[src/rtl/tphi_pkg.sv]
`default_nettype none
package tphi_pkg;

  localparam int HISTORY_DEPTH_DEF = 64;
  localparam int TS_W       = 32;
  localparam int VAL_W      = 32;
  localparam int NUM_VAL    = 6;
  localparam int FRAC_W     = 16;
  localparam int ALPHA_W    = FRAC_W + 1;
  localparam int TAG_W      = $clog2(NUM_VAL);
  localparam int IN_DATA_W  = TS_W + NUM_VAL * VAL_W;
  localparam int OUT_DATA_W = NUM_VAL * VAL_W;

  localparam logic [TS_W-1:0] MAX_AGE_RST = 32'd1000000;

  // x, y, z, pitch, yaw, roll from index 0 up
  typedef logic [NUM_VAL-1:0][VAL_W-1:0] tphi_vals_t;

  // same layout as the input tdata: time in the low bits
  typedef struct packed {
    tphi_vals_t      vals;
    logic [TS_W-1:0] ts;
  } tphi_entry_t;

  typedef struct packed {
    logic             vld;
    logic [TAG_W-1:0] tag;
  } tphi_mix_ctl_t;

endpackage
`default_nettype wire

[src/rtl/tphi_mix.sv]
`default_nettype none
// Two-stage blend unit: y = a + floor((b - a) * alpha / 2^16).
module tphi_mix (
  input  wire logic                            clk,
  input  wire logic                            rst_n,
  input  wire tphi_pkg::tphi_mix_ctl_t         ctl_in,
  input  wire logic [tphi_pkg::VAL_W-1:0]      a,
  input  wire logic [tphi_pkg::VAL_W-1:0]      b,
  input  wire logic [tphi_pkg::ALPHA_W-1:0]    alpha,
  output tphi_pkg::tphi_mix_ctl_t              ctl_out,
  output logic [tphi_pkg::VAL_W-1:0]           y
);

  localparam int VW     = tphi_pkg::VAL_W;
  localparam int PROD_W = VW + 1 + tphi_pkg::ALPHA_W + 1;

  logic signed [VW:0]       diff;
  logic signed [PROD_W-1:0] prod;

  logic signed [PROD_W-1:0] prod_r, prod_nxt;
  logic [VW-1:0]            a_r, a_nxt;
  logic [VW-1:0]            y_r, y_nxt;
  tphi_pkg::tphi_mix_ctl_t  ctl1_r, ctl1_nxt;
  tphi_pkg::tphi_mix_ctl_t  ctl2_r, ctl2_nxt;

  assign diff = $signed({b[VW-1], b}) - $signed({a[VW-1], a});
  assign prod = diff * $signed({1'b0, alpha});

  always_comb begin
    prod_nxt = prod;
    a_nxt    = a;
    ctl1_nxt = ctl_in;
    // arithmetic shift floors both signs; the sum stays between a and b
    y_nxt    = a_r + prod_r[tphi_pkg::FRAC_W +: VW];
    ctl2_nxt = ctl1_r;
  end

  always_ff @(posedge clk) begin
    if (!rst_n) begin
      ctl1_r <= '0;
      ctl2_r <= '0;
    end else begin
      ctl1_r <= ctl1_nxt;
      ctl2_r <= ctl2_nxt;
    end
    prod_r <= prod_nxt;
    a_r    <= a_nxt;
    y_r    <= y_nxt;
  end

  assign ctl_out = ctl2_r;
  assign y       = y_r;

endmodule
`default_nettype wire

[config.mk]
export PLATFORM = sky130hd
export DESIGN_NAME = tphi_mix
export DESIGN_NICKNAME = d
export VERILOG_FILES = /design/src/rtl/tphi_pkg.sv /design/src/rtl/tphi_mix.sv
export SDC_FILE = /design/constraint.sdc
export NUM_CORES = 2
export LEC_CHECK = 0
export BUFFER_PORTS_ARGS = -buffer_cell sky130_fd_sc_hd__buf_2
export CORE_MARGIN = 10
export CORE_UTILIZATION = 34
export CTS_CLUSTER_DIAMETER = 60
export DETAILED_ROUTE_END_ITERATION = 8
export HOLD_SLACK_MARGIN = 0.05
export PLACE_DENSITY = 0.48
export REMOVE_ABC_BUFFERS = 1
export SLEW_MARGIN = 5
export SYNTH_ARGS = -nofsm -noshare
export SYNTH_HDL_FRONTEND = slang
export SYNTH_SLANG_ARGS = --single-unit
[constraint.sdc]
create_clock -name clk -period 10 [get_ports clk]
set_input_delay 0.5 -clock clk [delete_from_list [all_inputs] [get_ports clk]]
set_output_delay 0.5 -clock clk [all_outputs]
set_load 0.01 [all_outputs]
# --- After elaboration in Yosys (flattened, before gate mapping) ---
# Cells that the tools add are included.
op_classes:
  n_addsub: 2
  multipliers: 1
ops:
  columns: ["op", "count"]
  rows:
  - ["multiplier 33 x 18 -> 48 bit", 1]
  - ["subtractor 32 x 32 -> 33 bit", 1]
  - ["adder 32 bit", 1]
totals:
  input_bits: 87
  wordCells: 10
  out_inout_bits: 36
  ff_bits: 120

# --- Depth between registers and ports, before layout ---
depth:
  depth_word: 2
  ltp_mapped: 35
  mapped_depth_nobuf: 34

# --- Worst setup path before layout ---
# OpenSTA, ideal clock, no wires.
synth_path:
  path_type: "input port to flip-flop"
  from: "in b[0] (netlist name)"
  to: "reg prod_r[47]"
  arrival_ns: 7.982
  setup_time_ns: 0.130
  slack_ns: 1.888
  n_path_buf: 1
  t_required_ns: 9.870
  path_stages: 32
  path_cell_list: "inv_1 -> ha_1 -> fa_1 -> nor2b_4 -> o2111ai_2 -> nand3_2 -> a31o_2 -> a21oi_1 -> o21bai_1 -> a21oi_1 -> o211ai_1 -> clkbuf_1 -> nand2_1 -> fa_1 -> fa_1 -> fa_1 -> inv_1 -> fa_1 -> fa_1 -> inv_1 -> fa_1 -> inv_1 -> ha_1 -> a21o_1 -> a21o_1 -> a221oi_1 -> nand3_1 -> o211ai_1 -> o211ai_1 -> a221oi_2 -> xnor2_1 -> xnor3_1"
synth_via:
  elab_chain_len: 2
synth_lines:
  columns: ["element", "line_no", "text"]
  rows:
  - ["from (decl)", "tphi_mix.sv:8", "input wire logic [tphi_pkg::VAL_W-1:0] b,"]
  - ["subtractor 32 x 32 -> 33 bit", "tphi_mix.sv:26", "assign diff = $signed({b[VW-1], b}) - $signed({a[VW-1], a});"]
  - ["multiplier 33 x 18 -> 48 bit", "tphi_mix.sv:27", "assign prod = diff * $signed({1'b0, alpha});"]
  - ["named net prod[47]", "tphi_mix.sv:18", "logic signed [PROD_W-1:0] prod;"]
  - ["to (signal assigned)", "tphi_mix.sv:46", "prod_r <= prod_nxt;"]
  - ["to (decl)", "tphi_mix.sv:20", "logic signed [PROD_W-1:0] prod_r, prod_nxt;"]
# The timed path passes the listed nets, and every way through them passes these cells.
# A chain may end at the register's enable or synchronous reset.

# --- Worst setup path in the final report ---
layout_path:
  from: "in a[14] (netlist name)"
  to: "reg prod_r[47]"
layout_via:
  elab_chain_len: 2
layout_lines:
  columns: ["element", "line_no", "text"]
  rows:
  - ["from (decl)", "tphi_mix.sv:7", "input wire logic [tphi_pkg::VAL_W-1:0] a,"]
  - ["subtractor 32 x 32 -> 33 bit", "tphi_mix.sv:26", null]
  - ["multiplier 33 x 18 -> 48 bit", "tphi_mix.sv:27", null]
  - ["named net prod[47]", "tphi_mix.sv:18", null]
# The timed path passes the listed nets, and every way through them passes these cells.

==> impl_metrics.toml <==
[timing]
setup_viol = 0
slew_viol_final = 0
finClkSkew_ns = 0.009421
setup_tns_ns = 0
rsz0062_at_grt = "false"
max_freq_mhz = 106.9
finalWorstSetupSlack_ns = 0.6446
period_share = 0.9355
finalHoldViolCount = 0
period_needed_ns = 9.355
relSlewSlack = 0.1666
max_slew.worst_pin.slew_ns = 1.241

[finish]
layout.nets = 3689
nFillCells = 7593
multi_input_area_sq_um = 20140
drive_above_1_share = 0.08122
syn_to_final_growth_pct = 7.699
regArea_sq_um = 2082

[synthesis]
synth.distinct_cells = 80
synth_warnings = 0
synth_area_sq_um = 25250
ys_async_sr_fraction = 0
synth_ff_type = "dfxtp_1"
synth_edf_count = 0
synth.avg_cell_area_sq_um = 8.814
ys_seq_elements = 104
synthCells = 2865
ys_seq_area_frac = 0.08245

[setup_path]
crit_required_ns = 10.25
critical_path.max_fanout = 11
cp.arrival_ns = 9.60
critPathSlowestCell = "xnor2_1"
worst_setup_path_start_kind = "primary input"
crit_top_cell = "fa_1"
end_kind = "flop"
slowest_delay_ns = 0.86
crit_type = "primary input to flop"

[place]
routabilityCongestion = 0.8622
portBuffers = 122
detailedPlace.worstSlack_ns = 0.3736
place_hpwl_um = 60550

[clock_tree]
cts_tree = "built"
cts_resized = 0
cts_sinks = 104
postCtsSetupRepairBufs = 0
root_buffer = "clkbuf_16"
cts_hold_buffers = 0
cts_buffers = 9
clkLatencyLatePin_ns = 0.36
clock_path_buffers = 2
cts.reportedPaths.clkPinSlew_ns = 0.08
htreeDepth = 3

[grt]
antenna_found_initial = 3
grt_pass1_vias = 21077
grt_overflow = 0
grt.total_usage = 0.1801
grt_pass1_wl_um = 119600
grt_max_degree = 40

[die]
ios = 123
core-area_sq_um = 73330
die_h_um = 292.5
std_cell_rows = 99
fp.dieW_um = 292.5
die_area_sq_um = 85570
initial_core_util = 0.3444

[routing]
drt_iter0_drc = 938
postRouteAntennaNets = 0
routed_wl_um = 76180
routed_via_density = 4.883
drc = 0
vias = 18942
wl_per_cell_um = 19.64
firstDrtPassIters = 5

[worst_hold_path]
min_path_type = "primary input to flop"

[status]
status = "completed"

[run]
maxCapViolations = 0
[per-layer routing]
metal | vias up | share of wire | GRT usage
met4 | 0 | 0.034 | 0.05696
li1 | 8724 | - | -
met1 | 9691 | 0.42 | 0.2188
met3 | 113 | 0.034 | 0.01566
met5 | - | 0 | 0
met2 | 414 | 0.52 | 0.3315
[sequential cells by signal (all words and copies together) (netlist names)]
name / flops
ctl1_r: 4
y: 32
prod_r: 32
ctl_out: 4
a_r: 32
[path summary, 6_finish.rpt]
check,start,end,slack (ns),depth (start not counted)
worst max-delay path,a[14],prod_r[47],0.64,30
worst min-delay path,a[26],a_r[26],0.25,1
worst max register to register,prod_r[17],y[31],6.70,10
worst min register to register,ctl1_r[2],ctl_out[2],0.44,1
[worst max-delay path: cells and delay by family]
family                   cells  cell delay [ns]
XOR/XNOR                     3             1.41
AND/OR/NAND/NOR              4             0.74
buffers and inverters        7             0.81
AO/OA/AOI/OAI                8             2.62
adder cells (fa/ha/maj)      8             3.49
[stage by stage]
stage	cells	hold slack, ns	util	area (sq um)
after floorplan	2728	0.4118	-	24700
after global placement	3861	0.4128	0.3669	26910
after detailed placement	3861	0.4199	0.3669	26910
after CTS	3877	0.2385	0.3708	27190
after global routing	3878	0.2300	0.3709	27190
final	3879	0.2521	0.3709	27200
[logic make-up after synthesis]
kind of cell	share of synthesized area
AND/OR/NAND/NOR	0.1714
XOR/XNOR	0.03280
multiplexers	0.02210
buffers and inverters	0.1200
AO/OA/AOI/OAI	0.07650
flip-flops	0.08245
adder cells (fa/ha/maj)	0.4948
[final cells by class]
class,count,area share
Antenna cell,2,0.0001840
Clock buffer,10,0.008419
Clock inverter,6,0.002116
Inverter,661,0.09123
Multi-Input combinational cell,1963,0.7406
Sequential cell,104,0.07655
Tap cell,959,0.04412
Timing Repair Buffer,174,0.03680
[synth_stat cells (47+ instances only)]
cell,number,area [sq um]
clkbuf_1,122,457.9
ha_1,173,2165
fa_1,516,10330
xnor2_1,72,630.6
and2_1,239,1495
nand2b_1,62,387.9
a21oi_1,78,390.4
inv_1,661,2481
nor2_1,55,206.5
dfxtp_1,104,2082
o21ai_0,47,235.2
nand2_1,328,1231
[cell usage in the layout, fill, tap and decap left out, types with 9 or more instances in the layout]
cell	n
inv_1	661
fa_1	516
nand2_1	328
and2_1	239
ha_1	173
buf_2	122
dfxtp_1	104
a21oi_1	78
xnor2_1	72
nand2b_1	62
nor2_1	55
buf_4	52
o21ai_0	47
nor2b_1	35
mux2i_1	34
a21o_1	31
nand3_1	31
nor3_1	29
xor2_1	20
mux2_2	18
o21a_1	16
o21bai_1	13
and3_1	12
nand4b_1	12
nand4_1	11
a31oi_1	11
o211ai_1	9
o311ai_0	9
clkbuf_16	9
Power is not shown: default switching activity piles up to over one toggle a cycle in this logic, so the estimate is an artifact.
