==> src/rtl/tphi_pkg.sv <==
`default_nettype none
package tphi_pkg;

  localparam int HISTORY_DEPTH_DEF = 64;
  localparam int TS_W       = 32;
  localparam int VAL_W      = 32;
  localparam int NUM_VAL    = 6;
  localparam int FRAC_W     = 16;
  localparam int ALPHA_W    = FRAC_W + 1;
  localparam int TAG_W      = $clog2(NUM_VAL);
  localparam int IN_DATA_W  = TS_W + NUM_VAL * VAL_W;
  localparam int OUT_DATA_W = NUM_VAL * VAL_W;

  localparam logic [TS_W-1:0] MAX_AGE_RST = 32'd1000000;

  // x, y, z, pitch, yaw, roll from index 0 up
  typedef logic [NUM_VAL-1:0][VAL_W-1:0] tphi_vals_t;

  // same layout as the input tdata: time in the low bits
  typedef struct packed {
    tphi_vals_t      vals;
    logic [TS_W-1:0] ts;
  } tphi_entry_t;

  typedef struct packed {
    logic             vld;
    logic [TAG_W-1:0] tag;
  } tphi_mix_ctl_t;

endpackage
`default_nettype wire

==> src/rtl/tphi_div.sv <==
`default_nettype none
// Restoring divider, one quotient bit per cycle: alpha = (num << 16) / den
// for num <= den, zero when den is zero.
module tphi_div (
  input  wire logic                           clk,
  input  wire logic                           rst_n,
  input  wire logic                           start,
  input  wire logic [tphi_pkg::TS_W-1:0]      num,
  input  wire logic [tphi_pkg::TS_W-1:0]      den,
  output logic                                done,
  output logic [tphi_pkg::ALPHA_W-1:0]        alpha
);

  localparam int W     = tphi_pkg::TS_W;
  localparam int QW    = tphi_pkg::ALPHA_W;
  localparam int CNT_W = $clog2(QW + 1);

  logic             busy_r, busy_nxt;
  logic             done_r, done_nxt;
  logic [CNT_W-1:0] cnt_r, cnt_nxt;
  logic [W:0]       rem_r, rem_nxt;
  logic [W-1:0]     den_r, den_nxt;
  logic [QW-1:0]    q_r, q_nxt;
  logic             zero_r, zero_nxt;
  logic [W+1:0]     diff;
  logic             ge;
  logic [W:0]       rem_sel;

  assign diff    = {1'b0, rem_r} - {2'b00, den_r};
  assign ge      = ~diff[W+1];
  assign rem_sel = ge ? diff[W:0] : rem_r;

  always_comb begin
    busy_nxt = busy_r;
    done_nxt = 1'b0;
    cnt_nxt  = cnt_r;
    rem_nxt  = rem_r;
    den_nxt  = den_r;
    q_nxt    = q_r;
    zero_nxt = zero_r;
    if (start) begin
      busy_nxt = 1'b1;
      cnt_nxt  = CNT_W'(QW);
      rem_nxt  = {1'b0, num};
      den_nxt  = den;
      q_nxt    = '0;
      zero_nxt = (den == '0);
    end else if (busy_r) begin
      // remainder stays below den, so the shift keeps it in range
      q_nxt   = {q_r[QW-2:0], ge};
      rem_nxt = {rem_sel[W-1:0], 1'b0};
      cnt_nxt = cnt_r - 1'b1;
      if (cnt_r == CNT_W'(1)) begin
        busy_nxt = 1'b0;
        done_nxt = 1'b1;
      end
    end
  end

  always_ff @(posedge clk) begin
    if (!rst_n) begin
      busy_r <= 1'b0;
      done_r <= 1'b0;
      cnt_r  <= '0;
    end else begin
      busy_r <= busy_nxt;
      done_r <= done_nxt;
      cnt_r  <= cnt_nxt;
    end
    rem_r  <= rem_nxt;
    den_r  <= den_nxt;
    q_r    <= q_nxt;
    zero_r <= zero_nxt;
  end

  assign done  = done_r;
  assign alpha = zero_r ? '0 : q_r;

endmodule
`default_nettype wire

==> config.mk <==
export PLATFORM = sky130hd
export DESIGN_NAME = tphi_div
export DESIGN_NICKNAME = d
export VERILOG_FILES = /design/src/rtl/tphi_pkg.sv /design/src/rtl/tphi_div.sv
export SDC_FILE = /design/constraint.sdc
export NUM_CORES = 1
export LEC_CHECK = 0
export BUFFER_PORTS_ARGS = -buffer_cell sky130_fd_sc_hd__buf_2
export CORE_UTILIZATION = 30
export DETAILED_ROUTE_END_ITERATION = 8
export GPL_TIMING_DRIVEN = 0
export PLACE_DENSITY_LB_ADDON = 0.25
export SLEW_MARGIN = 15
export SYNTH_ARGS = -nofsm -noshare
export SYNTH_HDL_FRONTEND = slang
export SYNTH_SLANG_ARGS = --single-unit
==> constraint.sdc <==
create_clock -name clk -period 4.6 [get_ports clk]
set_clock_uncertainty 0.2 [all_clocks]
set_input_delay 0.23 -clock clk [delete_from_list [all_inputs] [get_ports clk]]
set_output_delay 0.23 -clock clk [all_outputs]
set_load 0.02 [all_outputs]
After elaboration in Yosys (flattened, before gate mapping)
Cells that the tools add are included.
{"block": "word_totals", "register_bits": 90, "word_cells": 29, "inputBits": 67}
{"block": "classes", "n_reduce_logical": 4, "mux": 10, "bitwise_logic": 3, "eq_ne": 1, "add_sub_neg": 2}
{"cell": "2-to-1 mux 32 bit", "n": 3}
{"cell": "subtractor 33 x 32 -> 34 bit", "n": 1}
{"cell": "zero test 32 bit", "n": 1}
{"cell": "2-to-1 mux 17 bit", "n": 1}
{"cell": "2-to-1 mux 5 bit", "n": 2}
{"cell": "equality test 5 x 1 -> 1 bit, second input constant", "n": 1}
{"cell": "subtractor 5 x 1 -> 5 bit, second input constant", "n": 1}
{"cell": "2-to-1 mux 1 bit", "n": 4}
{"cell": "inverter 1 bit", "n": 3}
{"cell": "OR reduction 3 bit", "n": 1}
{"cell": "nonzero test 2 bit", "n": 1}
{"cell": "OR reduction 2 bit", "n": 1}

Depth between registers and ports, before layout
{"block": "logic_depth", "ltp_word": 4, "mapped_depth": 14, "mapped_depth_nobuf": 13}

Worst setup path after synthesis
No wires, ideal clock.
{"block": "synth_path", "kind": "register to register", "from": "register rem_r[1]", "to": "register rem_r[27] (data pin)", "path_slack_ns": 1.330, "setup_time_ns": 0.261, "arrival_ns": 2.809, "path_stages_with_launch": 12, "path_cell_list": "edfxtp_1 -> ha_1 -> nor2b_1 -> o2111ai_1 -> a2111o_1 -> a31oi_2 -> a41oi_2 -> o221a_2 -> buf_6 -> buf_6 -> and3b_1 -> a221o_1"}
{"block": "synth_between", "elab_chain_len": 4}
{"item": "start, declared", "line": "tphi_div.sv:21", "text": "logic [W:0] rem_r, rem_nxt;"}
{"item": "start signal, assigned", "line": "tphi_div.sv:70", "text": "rem_r <= rem_nxt;"}
{"item": "subtractor 33 x 32 -> 34 bit", "line": "tphi_div.sv:29", "text": "assign diff = {1'b0, rem_r} - {2'b00, den_r};"}
{"item": "2-to-1 mux 32 bit", "line": "tphi_div.sv:31", "text": "assign rem_sel = ge ? diff[W:0] : rem_r;"}
{"item": "2-to-1 mux 32 bit", "line": "tphi_div.sv:48", "text": "end else if (busy_r) begin"}
{"item": "2-to-1 mux 32 bit", "line": "tphi_div.sv:41", "text": "if (start) begin"}
{"item": "named net rem_nxt[27]", "line": "tphi_div.sv:21"}
The timed path passes the listed nets, and every way through them passes these cells. The select of a mux whose other input is x is not followed.
A chain may end at the register's enable or synchronous reset.

Worst setup path after layout
{"block": "layout_path", "from": "register rem_r[1]", "to": "register rem_r[6] (data pin)"}
Same word-level chain as after synthesis.

==> impl_metrics.csv <==
group,metric,value,unit
detailed_routing,via_count,4584,
hold_path,worstHoldStart,"num[1]",
worst_setup_path,cp.arrival,3.81,ns
cts,cts.sinks,90,
die,dieArea,0.0189,mm2
placed_design,io_buffers,84,
die,start_util,30.6,%
die,die_h,138,um
detailed_routing,ant_nets,0,
worst_setup_path,r2r_cells,12,
synthesis,synth_nets,665,
global_route,grt_use_total,16.0,%
layout,multiInputGateArea,0.00277,mm2
synthesis,synth.distinct_cells,57,
timing,fin_crit_sh,85.3,%
global_route,grt_max_degree,35,
die,core,0.0180,mm2
worst_setup_path,r2r_end,"rem_r[6]",
detailed_routing,routed_via_density,4.85,
die,fp.dieW,138,um
detailed_routing,wl,14600,um
placed_design,postPlaceCellArea,0.00622,mm2
worst_setup_path,r2r-start,"rem_r[1]",
global_route,met1_usage,19.9,%
layout,fillCellCount,1844,
worst_setup_path,worstPathMaxFanout,10,
timing,fmaxAchievable,255,MHz
detailed_routing,drc,0,
cts,post_cts_resized,0,
global_route,grt_pass1_wl,22800,um
layout,area_delta_synth_final,27.7,%
worst_setup_path,cp-end-kind,"flop",
synthesis,synth-main-ff-cell,"edfxtp_1",
timing,hold_violations,0,
synthesis,synth_area,0.00552,mm2
synthesis,yosys.area.top_type_share,35.4,%
layout,num_antenna_cells,0,
cts,cts_made_buffers,9,
layout,ff_latch_area,0.00245,mm2
synthesis,synth_seq_cells,90,
synthesis,synth-edff-count,65,
die,ios,85,
timing,finalCriticalPeriod,3.92,ns
worst_setup_path,required,4.49,ns
timing,worstMarginPinSlew,0.872,ns
timing,final.setup.tns,0,ns
layout,fin_util,39.1,%
job,drv_cap,0,
global_route,overflow,0,
layout,stdcell_area,0.00705,mm2
global_route,grt_pass1_vias,4552,
timing,rsz0062_at_grt,"no",
worst_setup_path,ff2ff_setup_slack,0.68,ns
pwr,p_per_area,448,mW/mm2
cts,cts_max_path_buffers,2,
synthesis,avgSynthCellArea,9.80,um2
layout,drive_gt1_share,18.0,%
placed_design,post-dp-hpwl,10800,um
global_route,antenna_found_initial,0,
cts,clk_latency,0.35,ns
cts,cts_root_buf,"clkbuf_16",
detailed_routing,drt-initial-drc-count,220,
synthesis,yosys.area.top_type,"edfxtp_1",
status,outcome,"complete, no violations",
worst_setup_path,cp-start-kind,"flop",
cts,clkTransAtPathRegs,0.07,ns
synthesis,ys_async_sr_fraction,0,%
layout,fin_nets,813,
pwr,max-vdd-ir-drop,0.209,mV
synthesis,synth_area_leaders,"edfxtp_1 35%, dfxtp_1 9.1%, ha_1 7.7%, a21oi_1 3.8%, inv_1 3.5%",
synthesis,ys_warn_count,0,
timing,timing.hold.ws,0.00343,ns
cts,cts_tree,"done",
timing,setup_violations,0,
pwr,leakagePower,3.01,nW
global_route,grtUsageMet3,3.13,%
detailed_routing,first_pass_iters,4,
die,rows,49,
global_route,busiest_layer,"met2",
placed_design,place_congestion,0.897,
detailed_routing,wire_per_inst,15.4,um
synthesis,yosysSeqAreaShare,44.4,%
hold_path,holdPathEnd,"rem_r[1]",
synthesis,synthCells,563,
hold_path,min_path_cells,2,
worst_setup_path,path_class,"reg2reg",
timing,drv_slew,0,
hold_path,hold_path.class,"in2reg",
cts,htreeDepth,3,
global_route,met2_usage,27.1,%
timing,slew_headroom,41.9,%
## cells by family (layout without fill, tap and decap cells)
| kind of cell | Yosys count | in the layout | share of synthesized area (%) |
|---|---|---|---|
| fa+ha+maj | 35 | 35 | 8.07 |
| mux | 35 | 35 | 6.80 |
| buf+inv | 75 | 228 | 5.42 |
| compound gates | 129 | 129 | 15.2 |
| xor+xnor | 32 | 32 | 5.08 |
| flops | 90 | 90 | 44.4 |
| simple gates | 167 | 167 | 15.0 |
## worst max-delay path, stage by stage, from the launching register on
cell and delay [ns]:
edfxtp_1 0.45, ha_1 0.31, nor2b_1 0.14, o2111ai_1 0.34, a2111o_1 0.25, a31oi_2 0.14, a41oi_2 0.42, o221a_2 0.30
buf_6 0.16, clkbuf_1 0.48, nor2_1 0.11, a211oi_1 0.27, a21oi_1 0.07
## routing by layer
layer,share of wire (%),wire length (um)
met1,46,6700
met2,48,7020
met3,3.7,545
met4,2.0,298
met5,0,0
## flip-flops by register name, indices dropped and copies added (netlist names)
register,cells
cnt_r,5
q_r,17
rem_r,33
busy_r,1
done,1
den_r,32
zero_r,1
## how the worst max path moves through the flow
stage,slack [ns],end,cells past startpoint,start
final,0.68,rem_r[6],12,rem_r[1]
after global routing,0.42,rem_r[6],12,rem_r[1]
after CTS,0.68,rem_r[6],12,rem_r[1]
after detailed placement,0.69,rem_r[6],12,rem_r[10]
after global placement,0.67,rem_r[6],12,rem_r[16]
after floorplan,1.33,rem_r[27],11,rem_r[1]
## cell type report
type	count	area share, %
sequential	90	34.8
timing repair buffer	137	13.5
clock inverter	7	0.941
tap	229	4.07
buffer	23	1.47
inverter	52	2.77
clock buffer	9	3.20
multi-input combinational	398	39.3
## layout by cell type (no fill, tap or decap), drive strengths merged, types with 2 or more instances in the layout
cell type | Yosys | routed
xor2 | 14 | 14
edfxtp | 65 | 65
a21o | 9 | 9
nor4 | 10 | 10
o21bai | 5 | 5
o21ai | 33 | 33
dlygate4sd3 | 0 | 53
a2111oi | 2 | 2
and3b | 5 | 5
xnor2 | 18 | 18
nor2 | 49 | 49
clkbuf | 18 | 27
mux2 | 17 | 17
nor2b | 22 | 22
o21a | 3 | 3
buf | 5 | 89
nand4 | 7 | 7
nand2b | 5 | 5
o41ai | 2 | 2
nand3 | 6 | 6
o211ai | 2 | 2
a21oi | 43 | 43
inv | 52 | 58
nor3 | 7 | 7
a221o | 6 | 6
ha | 34 | 34
and2 | 2 | 2
a41oi | 2 | 2
dfxtp | 25 | 25
o31ai | 2 | 2
o2111ai | 2 | 2
nand2 | 42 | 42
and3 | 4 | 4
o221ai | 2 | 2
mux2i | 18 | 18
a31oi | 4 | 4
a211oi | 8 | 8
or3 | 2 | 2
## synth_stat cells (2+ instances only)
library cell	n
edfxtp_1	65
inv_1	52
nor2_1	49
a21oi_1	42
nand2_1	42
ha_1	34
dfxtp_1	25
nor2b_1	22
o21ai_1	20
clkbuf_1	18
mux2i_1	18
xnor2_1	18
mux2_2	16
xor2_1	14
o21ai_0	13
nor4_1	10
a21o_1	9
a211oi_1	8
nand4_1	7
nor3_1	7
a221o_1	6
nand3_1	6
and3b_1	5
nand2b_1	5
o21bai_1	5
and3_1	4
a31oi_1	3
o21a_1	3
a2111oi_0	2
buf_2	2
buf_6	2
o2111ai_1	2
o211ai_1	2
o221ai_1	2
o31ai_1	2
or3_1	2
## where the power goes
group / internal (mW) / switching, mW / total [mW]
logic: 0.587 / 0.762 / 1.35
registers: 1.02 / 0.0627 / 1.08
clock network: 0.383 / 0.350 / 0.732
## through the flow
| stage | worst slack, ns | cells | power [mW] |
|---|---|---|---|
| after floorplan | 1.33 | 563 | 2.08 |
| after CTS | 0.675 | 945 | 3.19 |
| after global placement | 0.670 | 876 | 2.39 |
| final | 0.678 | 945 | 3.16 |
| after global routing | 0.422 | 945 | 3.38 |
| after detailed placement | 0.688 | 876 | 2.40 |
## timing repair
item	CTS	global route
endpoints found under the hold margin	55	0
hold buffers	53	0
buffers inserted	0	0
Power figures use the tool's default switching activity.
